$ cat src/design/stdp_pkg.sv
// Shared types, constants and helpers for the spike-timing plasticity block.
`timescale 1ns / 1ps

package stdp_pkg;

  localparam int SYNAPSE_COUNT = 1024;
  localparam int ADDR_BITS     = 10;
  localparam int VALUE_BITS    = 20;
  localparam int DELTA_BITS    = 16;
  localparam int CNT_BITS      = 4;
  localparam int TICK_BITS     = 32;
  localparam int FACTOR_BITS   = 16;
  localparam int POW_BITS      = FACTOR_BITS + 1;
  localparam int ENTRY_BITS    = 3 * VALUE_BITS + TICK_BITS + 1;
  localparam int IN_DATA_BITS  = 128;
  localparam int OUT_DATA_BITS = 32;

  // 1.0 in Q1.16 and the saturation limit of the elapsed tick count.
  localparam logic [POW_BITS-1:0]  ONE_Q16   = 17'h10000;
  localparam logic [TICK_BITS-1:0] DELTA_CAP = 32'h0000_FFFF;

  // Limits of a signed Q4.16 value, in the width used for sums.
  localparam logic signed [23:0] VAL_MAX = 24'sd524287;
  localparam logic signed [23:0] VAL_MIN = -24'sd524288;

  typedef logic signed [VALUE_BITS-1:0] value_t;

  // One synapse record as held in the table.
  typedef struct packed {
    logic                 seen;
    logic [TICK_BITS-1:0] last;
    value_t               minus;
    value_t               plus;
    value_t               weight;
  } entry_t;

  // Configuration register indexes.
  typedef enum logic [2:0] {
    REG_DECAY_PRE  = 3'd0,
    REG_DECAY_POST = 3'd1,
    REG_WINDOW     = 3'd2,
    REG_LATENCY    = 3'd3,
    REG_CEILING    = 3'd4,
    REG_FLOOR      = 3'd5,
    REG_PLUS_STEP  = 3'd6,
    REG_MINUS_STEP = 3'd7
  } cfg_reg_t;

  // Commands from the controller to the datapath.
  typedef struct packed {
    logic clear;
    logic accept;
    logic capture;
    logic setup;
    logic sq;
    logic mul;
    logic trace_mul;
    logic pre_add;
    logic pre_w;
    logic post_add;
    logic post_w;
    logic wr;
    logic out_load;
  } dp_cmd_t;

  // Status from the datapath to the controller.
  typedef struct packed {
    logic clear_done;
    logic is_load;
    logic need_pow;
    logic do_pre;
    logic do_post;
    logic ebit;
    logic cnt_zero;
    logic out_free;
  } dp_status_t;

  // Clamp a widened sum back into the signed Q4.16 range.
  function automatic value_t sat_val(input logic signed [23:0] v);
    value_t r;
    if (v > VAL_MAX) begin
      r = value_t'(VAL_MAX);
    end else if (v < VAL_MIN) begin
      r = value_t'(VAL_MIN);
    end else begin
      r = value_t'(v);
    end
    return r;
  endfunction

endpackage

$ cat src/design/stdp_ctrl.sv
// Sequencing state machine for the plasticity update.
`timescale 1ns / 1ps

module stdp_ctrl import stdp_pkg::*; (
  input  logic       clk,
  input  logic       rst,
  input  logic       s_tvalid,
  output logic       s_tready,
  input  dp_status_t status,
  output dp_cmd_t    cmd
);

  typedef enum logic [14:0] {
    S_CLEAR    = 15'h0001,
    S_IDLE     = 15'h0002,
    S_READ     = 15'h0004,
    S_SETUP    = 15'h0008,
    S_BRANCH   = 15'h0010,
    S_SQ       = 15'h0020,
    S_MUL      = 15'h0040,
    S_PRE_MUL  = 15'h0080,
    S_PRE_ADD  = 15'h0100,
    S_PRE_W    = 15'h0200,
    S_POST_MUL = 15'h0400,
    S_POST_ADD = 15'h0800,
    S_POST_W   = 15'h1000,
    S_WRITE    = 15'h2000,
    S_OUT      = 15'h4000
  } state_t;

  state_t state, state_next;

  // Where to go once the decay powers are ready.
  state_t after_pow;
  assign after_pow = status.do_pre ? S_PRE_MUL : (status.do_post ? S_POST_MUL : S_WRITE);

  assign s_tready = (state == S_IDLE);

  // Next state and command decode.
  always_comb begin
    state_next = state;
    cmd        = '0;
    unique case (state)
      S_CLEAR: begin
        cmd.clear = 1'b1;
        if (status.clear_done) state_next = S_IDLE;
      end
      S_IDLE: begin
        if (s_tvalid) begin
          cmd.accept = 1'b1;
          state_next = S_READ;
        end
      end
      S_READ: begin
        cmd.capture = 1'b1;
        state_next  = S_SETUP;
      end
      S_SETUP: begin
        cmd.setup  = 1'b1;
        state_next = S_BRANCH;
      end
      S_BRANCH: begin
        if (status.is_load) state_next = S_WRITE;
        else if (status.need_pow) state_next = S_SQ;
        else if (status.do_post) state_next = S_POST_MUL;
        else state_next = S_WRITE;
      end
      S_SQ: begin
        cmd.sq = 1'b1;
        if (status.ebit) state_next = S_MUL;
        else if (status.cnt_zero) state_next = after_pow;
      end
      S_MUL: begin
        cmd.mul    = 1'b1;
        state_next = status.cnt_zero ? after_pow : S_SQ;
      end
      S_PRE_MUL: begin
        cmd.trace_mul = 1'b1;
        state_next    = S_PRE_ADD;
      end
      S_PRE_ADD: begin
        cmd.pre_add = 1'b1;
        state_next  = S_PRE_W;
      end
      S_PRE_W: begin
        cmd.pre_w  = 1'b1;
        state_next = status.do_post ? S_POST_MUL : S_WRITE;
      end
      S_POST_MUL: begin
        cmd.trace_mul = 1'b1;
        state_next    = S_POST_ADD;
      end
      S_POST_ADD: begin
        cmd.post_add = 1'b1;
        state_next   = S_POST_W;
      end
      S_POST_W: begin
        cmd.post_w = 1'b1;
        state_next = S_WRITE;
      end
      S_WRITE: begin
        cmd.wr     = 1'b1;
        state_next = S_OUT;
      end
      S_OUT: begin
        if (status.out_free) begin
          cmd.out_load = 1'b1;
          state_next   = S_IDLE;
        end
      end
      default: state_next = S_IDLE;
    endcase
  end

  // State register; reset starts the table clearing sweep.
  always_ff @(posedge clk) begin
    if (rst) begin
      state <= S_CLEAR;
    end else begin
      state <= state_next;
    end
  end

`ifndef NO_ASSERTIONS
  // The clearing sweep runs once after reset only.
  a_clear_once: assert property (@(posedge clk) disable iff (rst)
    (state != S_CLEAR) |=> (state != S_CLEAR))
    else $error("clearing sweep re-entered");

  // A table write is always followed by the result hand-off.
  a_write_then_out: assert property (@(posedge clk) disable iff (rst)
    cmd.wr |=> (state == S_OUT))
    else $error("write not followed by output stage");

  // An accepted request always starts with the table read.
  a_accept_read: assert property (@(posedge clk) disable iff (rst)
    (s_tvalid && s_tready) |=> (state == S_READ))
    else $error("accepted request did not read the table");
`endif

endmodule

$ cat config.mk
export PLATFORM = sky130hd
export DESIGN_NAME = stdp_ctrl
export DESIGN_NICKNAME = d
export VERILOG_FILES = /design/src/design/stdp_pkg.sv /design/src/design/stdp_ctrl.sv
export SDC_FILE = /design/constraint.sdc
export NUM_CORES = 1
export LEC_CHECK = 0
export ABC_AREA = 1
export BUFFER_PORTS_ARGS = -buffer_cell sky130_fd_sc_hd__buf_2
export CORE_AREA = 2 2 62 64
export CTS_BUF_LIST = sky130_fd_sc_hd__clkbuf_4 sky130_fd_sc_hd__clkbuf_8
export CTS_CLUSTER_DIAMETER = 150
export DETAILED_ROUTE_END_ITERATION = 7
export DIE_AREA = 0 0 64 66
export PLACE_DENSITY = 0.6
export SLEW_MARGIN = 20
export SYNTH_ARGS = -nofsm -noshare
export SYNTH_HDL_FRONTEND = slang
export SYNTH_SLANG_ARGS = --single-unit
$ cat constraint.sdc
create_clock -name clk -period 3 [get_ports clk]
set_clock_uncertainty 0.15 [all_clocks]
set_input_delay 0.75 -clock clk [delete_from_list [all_inputs] [get_ports clk]]
set_output_delay 0.75 -clock clk [all_outputs]
set_load 0.03 [all_outputs]
==> results of run 1 <==
## Yosys cell counts
library cell,count,share of area [%]
buf_6,2,1.7
nand4_4,1,1.6
nand2_4,3,2.6
dfxtp_1,15,23
nand2_1,41,12
nand3_4,1,1.3
nor2_4,3,2.6
nand3_2,5,3.8
nor2_8,1,1.5
nand4_2,1,0.95
nor3_1,5,1.9
a21oi_1,2,0.76
inv_2,4,1.1
nor2_2,7,3.3
nand4_1,5,2.4
nand2_2,3,1.4
inv_1,44,13
o22ai_1,1,0.48
o21ai_0,7,2.7
nor2_1,39,11
nor4_1,1,0.48
nand3_1,22,8.4
o21bai_4,1,1.4
nand3b_1,2,1.1
## worst paths after layout
| kind | startpoint | end | slack [ns] | depth (start not counted) |
|---|---|---|---|---|
| hold / removal | state[14] | state[14] | 0.43 | 2 |
| hold reg to reg | state[14] | state[14] | 0.43 | 2 |
| setup / recovery | state[8] | cmd[12] | 0.30 | 6 |
| setup reg to reg | state[8] | state[4] | 1.09 | 9 |
## final cells by class
type | instances | area, um^2
clock buffers | 4 | 30.0
fillers | 404 | 2050
inverters | 48 | 180
multi-input cells | 151 | 810
flip-flops and latches | 15 | 300
well taps | 48 | 60.1
repair buffers | 24 | 120
## logic make-up after synthesis
| group | count (synthesis) |
|---|---|
| AOI/OAI and AO/OA | 11 |
| buffers and inverters | 50 |
| DFF | 15 |
| and+or+nand+nor | 140 |
## per-layer routing
| layer | share of wire, % | routed length [um] | vias to the layer above |
|---|---|---|---|
| met3 | 3.2 | 103 | 2 |
| met1 | 48 | 1540 | 591 |
| met2 | 48 | 1540 | 21 |
| met5 | 0 | 0 | - |
| li1 | - | - | 718 |
| met4 | 1.2 | 39 | 0 |
## power groups by stage
stage | logic (mW) | registers (mW) | clock network [mW]
4_1_cts | 0.199 | 0.216 | 0.133
3_3_place_gp | 0.198 | 0.220 | 0
6_report | 0.196 | 0.216 | 0.135
2_1_floorplan | 0.159 | 0.219 | 0
3_5_place_dp | 0.198 | 0.221 | 0
5_1_grt | 0.216 | 0.217 | 0.146
## cells in the final DEF (no fill, tap or decap)
master    Yosys  routed
inv_1        44      44
nand2_1      41      41
nor2_1       39      39
buf_2         0      24
nand3_1      22      22
dfxtp_1      15      15
nor2_2        7       7
o21ai_0       7       7
nand3_2       5       5
nor3_1        5       5
nand4_1       5       5
inv_2         4       4
clkbuf_4      0       4
nand2_4       3       3
nand2_2       3       3
nor2_4        3       3
nand3b_1      2       2
a21oi_1       2       2
nor2_8        1       1
nor4_1        1       1
nand4_2       1       1
nand4_4       1       1
nand3_4       1       1
o21bai_4      1       1
o22ai_1       1       1
## worst register-to-register path, cell delays in order, from the launching register on
cell and delay [ns]:
dfxtp_1 0.36, nor2_2 0.17, nand2_2 0.14, nor2_8 0.26, nand3_1 0.22, nand2_1 0.13, nor2_2 0.05, nand3_2 0.12
o21bai_4 0.12, nor2_1 0.12
## through the flow
| stage | utilization, % | cell area [um^2] | setup slack, ns |
|---|---|---|---|
| finish | 42.2 | 1500 | 0.301 |
| CTS | 42.2 | 1500 | 0.324 |
| global route | 42.2 | 1500 | 0.145 |
| global placement | 41.4 | 1470 | 0.621 |
| detailed placement | 41.4 | 1470 | 0.667 |
| floorplan | - | 1310 | 0.366 |
==> results.toml, run 1 <==
[global_routing]
grt.overflow.total = 0
grt_pass1_vias = 1235
track_usage_pct = 16.8
grt_max_degree = 19
antenna_found_initial = 0
use_met2_pct = 28.8
use_met1_pct = 21.9
grt_use_met3_pct = 1.87
busiest_layer = "met2"
grt_pass1_wl_um = 5510

[timing]
rsz0062_at_grt = "false"
tightest_slew_ns = 0.419
setup_viol = 0
layout_min_cycle_time_ns = 2.70
fin_crit_sh_pct = 90.0
finalHoldViolCount = 0
drv_slew = 0
slew_headroom_pct = 71.9
tns_ns = 0
holdWs_ns = 0.431
max_freq_mhz = 371

[critical_path]
crit_path_max_fanout = 6
slowest_stage = "dfxtp_1"
cp-end-kind = "output port"
crit_family = "simple AND/OR/NAND/NOR gates"
cp_cell_sequence = "nor2_2, nand2_2, inv_1, nand2_1, nor4_1, buf_2"
path_class = "register to output port"
worstPathRequired_ns = 2.10
critPathLaunchType = "register"
arrival_ns = 1.80
slowest_delay_ns = 0.36
path_buf_inv = 2

[layout]
layoutNonFillerInstCount = 290
top_register = "state"
reg.largest.list = "state: 15 flops"
drive_gt1_share_pct = 24.0
area_growth_pct = 14.3
largest_reg_flops = 15
diodes = 0
layout.nets = 254

[clocking]
tritoncts = "built"
root_buffer = "clkbuf_4"
postCtsHoldBufs = 0
cts_resized = 0
numCtsBuffers = 3
clk_latency_ns = 0.29
post_cts_buffers = 0
htreeDepth = 1
clk_pin_slew_worst_paths_ns = 0.11
cts.sinks = 15
clk_path_buf_depth = 2

[yosys]
synthesis.area_mm2 = 0.00131
synth-adder-area-share_pct = 0
syn_avg_cell_area_um2 = 6.08
syn_inst = 216
synth.area.mux_share_pct = 0
yosys.area_share.xor_xnor_pct = 0
ys_ff_latch = 15
synth_compound_area_share_pct = 5.34
yosys.area_share.simple_pct = 56.3
synth_cell_types = 24
yosysWarnings = 0
synth-seq-area-share_pct = 22.9
syn-num-nets = 227
synth_top_family_by_area = "simple AND/OR/NAND/NOR gates"

[placed_design]
dp.cells = 286
gp_congestion = 0.872
dp_hpwl_um = 2720
io_buffers = 24

[drt]
post_drt_wl_per_cell_um = 11.1
viasPerCell = 4.59
drt_iter0_markers = 34
wl_um = 3220
first_pass_iters = 4
drc = 0
antenna_left = 0
via_count = 1332

[floorplan]
rows = 22
coreArea_mm2 = 0.00355
die-area_mm2 = 0.00422
initial_core_util_pct = 37.0
die_x_um = 64
die-height_um = 66
io_pins = 25

[pwr]
ir_drop_uv = 126
power_switching_uw = 218
switching_share_pct = 39.8
power_frac_seq_pct = 39.5
power_uw = 547
internal-power_uw = 329
clkPwrFrac_pct = 24.6
p_per_area_mw_per_mm2 = 365
combPwrFrac_pct = 35.9
p_leak_nw = 0.894

[hold_path]
hold_path_class = "register to register"

[outcome]
status = "complete, no violations"

[flow_run]
max_cap_viol_count = 0
Power figures use the tool's default switching activity.
==> run 2, diff against run 1 <==
--- a/config.mk
+++ b/config.mk
@@ -7,12 +7,12 @@
 export LEC_CHECK = 0
 export ABC_AREA = 1
 export BUFFER_PORTS_ARGS = -buffer_cell sky130_fd_sc_hd__buf_2
-export CORE_AREA = 2 2 62 64
+export CORE_AREA = 3 3 63 65
 export CTS_BUF_LIST = sky130_fd_sc_hd__clkbuf_4 sky130_fd_sc_hd__clkbuf_8
 export CTS_CLUSTER_DIAMETER = 150
 export DETAILED_ROUTE_END_ITERATION = 7
-export DIE_AREA = 0 0 64 66
-export PLACE_DENSITY = 0.6
+export DIE_AREA = 0 0 66 68
+export PLACE_DENSITY = 0.66
 export SLEW_MARGIN = 20
 export SYNTH_ARGS = -nofsm -noshare
 export SYNTH_HDL_FRONTEND = slang
==> results.toml, run 2 (synthesis gave the netlist of run 1 again) <==
[outcome]
status = "complete, no violations"

[clocking]
clk_path_buf_depth = 2
clk_latency_ns = 0.29
numCtsBuffers = 3
htreeDepth = 1
clk_pin_slew_worst_paths_ns = 0.10
cts_resized = 0
postCtsHoldBufs = 0
cts.sinks = 15
post_cts_buffers = 0
root_buffer = "clkbuf_4"
tritoncts = "built"

[floorplan]
coreArea_mm2 = 0.00339
die-height_um = 68
die-area_mm2 = 0.00449
rows = 21
initial_core_util_pct = 38.7
die_x_um = 66
io_pins = 25

[critical_path]
crit_path_max_fanout = 18
critPathLaunchType = "register"
slowest_delay_ns = 0.34
path_buf_inv = 2
arrival_ns = 1.75
path_class = "register to output port"
worstPathRequired_ns = 2.10
slowest_stage = "dfxtp_1"
crit_family = "simple AND/OR/NAND/NOR gates"
cp-end-kind = "output port"
cp_cell_sequence = "nor2_2, nand2_4, nor2_8, nand3_1, inv_1, buf_2"

[global_routing]
grt.overflow.total = 0
antenna_found_initial = 0
grt_max_degree = 19
grt_pass1_vias = 1257
track_usage_pct = 16.2
grt_pass1_wl_um = 5530

[pwr]
ir_drop_uv = 111
power_uw = 547
p_leak_nw = 0.894
p_per_area_mw_per_mm2 = 365

[placed_design]
gp_congestion = 0.844
dp_hpwl_um = 2660
io_buffers = 24

[layout]
diodes = 0
largest_reg_flops = 15
layout.nets = 254
drive_gt1_share_pct = 24.0
layout_commonest_cell = "inv_1"
reg.largest.list = "state: 15 flops"
area_growth_pct = 14.1
top_register = "state"
final_cell_mix = "44 x inv_1, 41 x nand2_1, 39 x nor2_1"
fillCellCount = 385

[drt]
first_pass_iters = 5
drt_iter0_markers = 96
viasPerCell = 4.77
antenna_left = 0
via_count = 1374
drc = 0
wl_um = 3250
post_drt_wl_per_cell_um = 11.3

[timing]
setup_viol = 0
fin_crit_sh_pct = 88.2
drv_slew = 0
max_freq_mhz = 378
tns_ns = 0
tightest_slew_ns = 0.425
layout_min_cycle_time_ns = 2.65
rsz0062_at_grt = "false"
finalHoldViolCount = 0
slew_headroom_pct = 71.4

[flow_run]
max_cap_viol_count = 0

[hold_path]
hold_path_class = "register to register"
[run 2: cell counts in the layout (fill, tap and decap cells not counted)]
No cell type changed its count.
[run 2: area by class of cell]
class                      instances  area (um^2)  share of cell area (%)
multi-input combinational        151          810                    54.1
inverter                          48          180                    12.0
tap                               46         57.6                    3.84
sequential                        15          300                    20.1
clock buffer                       4         30.0                    2.01
timing repair buffer              24          120                    8.02
[run 2: worst min-delay path, delay by kind of cell (launching register included)]
| family | cells | cell delay (ns) |
|---|---|---|
| buffers and inverters | 1 | 0.06 |
| flip-flops | 1 | 0.35 |
| AND/OR/NAND/NOR | 3 | 0.13 |
[run 2: worst paths after layout]
check / slack, ns / endpoint / cells past startpoint / from
worst min-delay path: 0.43 / state[5] / 4 / state[5]
worst min register to register: 0.43 / state[5] / 4 / state[5]
worst max register to register: 1.17 / state[12] / 9 / state[14]
worst max-delay path: 0.35 / s_tready / 6 / state[14]
[run 2: through the flow]
step                hold WS [ns]  util (%)  area [um^2]  cells  setup slack [ns]
detailed placement         0.409      43.3         1470    284             0.713
floorplan                  0.370         -         1310    216             0.366
global route               0.501      44.2         1500    288             0.178
finish                     0.428      44.2         1500    288             0.354
CTS                        0.428      44.2         1500    288             0.371
global placement           0.407      43.3         1470    284             0.717
[run 2: power by group]
group / leakage (nW) / internal, mW / switching, mW
registers: 0.122 / 0.207 / 0.00816
logic: 0.754 / 0.0608 / 0.137
clock network: 0.0184 / 0.0608 / 0.0728
[run 2: layer usage]
layer  global-route usage, %  vias to the layer above  share of wire, %
met5                       0                        -                 0
li1                        -                      722                 -
met4                    7.11                        0               1.2
met1                    21.2                      604                48
met2                    26.2                       43                46
met3                    2.63                        5               5.2
==> run 3, diff against run 2 <==
--- a/config.mk
+++ b/config.mk
@@ -7,13 +7,14 @@
 export LEC_CHECK = 0
 export ABC_AREA = 1
 export BUFFER_PORTS_ARGS = -buffer_cell sky130_fd_sc_hd__buf_2
-export CORE_AREA = 3 3 63 65
+export CORE_AREA = 2 2 62 64
 export CTS_BUF_LIST = sky130_fd_sc_hd__clkbuf_4 sky130_fd_sc_hd__clkbuf_8
 export CTS_CLUSTER_DIAMETER = 150
 export DETAILED_ROUTE_END_ITERATION = 7
-export DIE_AREA = 0 0 66 68
+export DIE_AREA = 0 0 64 66
+export MAX_ROUTING_LAYER = met4
 export PLACE_DENSITY = 0.66
-export SLEW_MARGIN = 20
+export SLEW_MARGIN = 40
 export SYNTH_ARGS = -nofsm -noshare
 export SYNTH_HDL_FRONTEND = slang
 export SYNTH_SLANG_ARGS = --single-unit
==> results.toml, run 3 (synthesis gave the netlist of run 1 again) <==
[placed_design]
io_buffers = 24
dp_hpwl_um = 2610
gp_congestion = 0.870
dp_slack_ns = 0.709

[floorplan]
die_x_um = 64
die-area_mm2 = 0.00422
io_pins = 25
initial_core_util_pct = 37.0
rows = 22
coreArea_mm2 = 0.00355
die-height_um = 66

[layout]
drive_gt1_share_pct = 24.0
top_register = "state"
layout_commonest_cell = "inv_1"
diodes = 0
largest_reg_flops = 15
final_cell_mix = "44 x inv_1, 41 x nand2_1, 39 x nor2_1"
layout.nets = 254
reg.largest.list = "state: 15 flops"
area_growth_pct = 14.3
fin_util_pct = 42.2

[drt]
highest_layer = "met4"
met2_wirelength_um = 1460
viasPerCell = 4.68
via_count = 1358
routedLengthMet1_um = 1500
met3_length_um = 176
drt_iter0_markers = 72
post_drt_wl_per_cell_um = 11.0
wl_um = 3190
drc = 0
first_pass_iters = 4
antenna_left = 0

[hold_path]
holdCritStartpoint = "state[14]"
holdPathStages = 2
min_to = "state[14]"
hold_path_class = "register to register"

[critical_path]
cp-end-kind = "output port"
crit_path_start = "state[10]"
r2r_slack_ns = 1.12
rr_endpoint = "state[4]"
path_class = "register to output port"
worst-r2r-cell-count = 9
crit_path_max_fanout = 18
worstReg2RegStart = "state[3]"
worstPathRequired_ns = 2.10
critPathLaunchType = "register"
arrival_ns = 1.73

[clocking]
root_buffer = "clkbuf_4"
clk_path_buf_depth = 2
post_cts_buffers = 0
clk_pin_slew_worst_paths_ns = 0.10
htreeDepth = 1
cts_resized = 0
tritoncts = "built"
numCtsBuffers = 3
cts.sinks = 15
postCtsHoldBufs = 0
clk_latency_ns = 0.29

[timing]
rsz0062_at_grt = "false"
tightest_slew_ns = 0.392
setup_viol = 0
finalHoldViolCount = 0
slew_headroom_pct = 73.7
tns_ns = 0
drv_slew = 0
max_freq_mhz = 381
fin_ws_ns = 0.373
layout_min_cycle_time_ns = 2.63
fin_crit_sh_pct = 87.6

[global_routing]
antenna_found_initial = 0
grt_pass1_wl_um = 5370
grt_pass1_vias = 1232
grt.overflow.total = 0
track_usage_pct = 16.8
grt_max_degree = 19

[flow_run]
max_cap_viol_count = 0

[outcome]
status = "complete, no violations"

[pwr]
ir_drop_uv = 94.9
p_per_area_mw_per_mm2 = 363
p_leak_nw = 0.894
power_uw = 545
run 3: cell counts in the layout (fill, tap and decap cells not counted):
No cell type changed its count.
run 3: per-layer routing:
metal	up-vias	GRT usage, %
met4	0	7.61
met2	46	27.3
li1	717	-
met3	6	1.02
met1	589	21.5
met5	-	-
run 3: final cells by class:
class	instances	area, um^2
well taps	48	60.1
inverters	48	180
flip-flops and latches	15	300
repair buffers	24	120
fillers	386	2050
multi-input cells	151	810
clock buffers	4	30.0
run 3: worst max path at each step:
stage / depth (start not counted) / end / slack (ns)
floorplan: 5 / cmd[12] / 0.37
global placement: 6 / cmd[12] / 0.65
detailed placement: 6 / cmd[11] / 0.71
CTS: 6 / cmd[11] / 0.37
global route: 6 / cmd[11] / 0.23
finish: 6 / cmd[11] / 0.37
run 3: worst max-delay path, cell delays in order (launching register included):
cell     delay [ns]
dfxtp_1        0.34
nor2_2         0.17
nand2_2        0.14
nor2_8         0.27
nand3_1        0.21
nor2_1         0.12
buf_2          0.20
run 3: per-stage QoR:
step,cell area [um^2],hold WS (ns),cells
2_1_floorplan,1310,0.370,216
3_3_place_gp,1470,0.410,286
3_5_place_dp,1470,0.407,286
4_1_cts,1500,0.435,290
5_1_grt,1500,0.499,290
6_report,1500,0.438,290
run 3: power by group:
group	leakage (nW)	internal, mW	total (mW)	switching, mW
Sequential	0.122	0.207	0.216	0.00850
Clock	0.0184	0.0608	0.133	0.0720
Combinational	0.754	0.0608	0.197	0.136
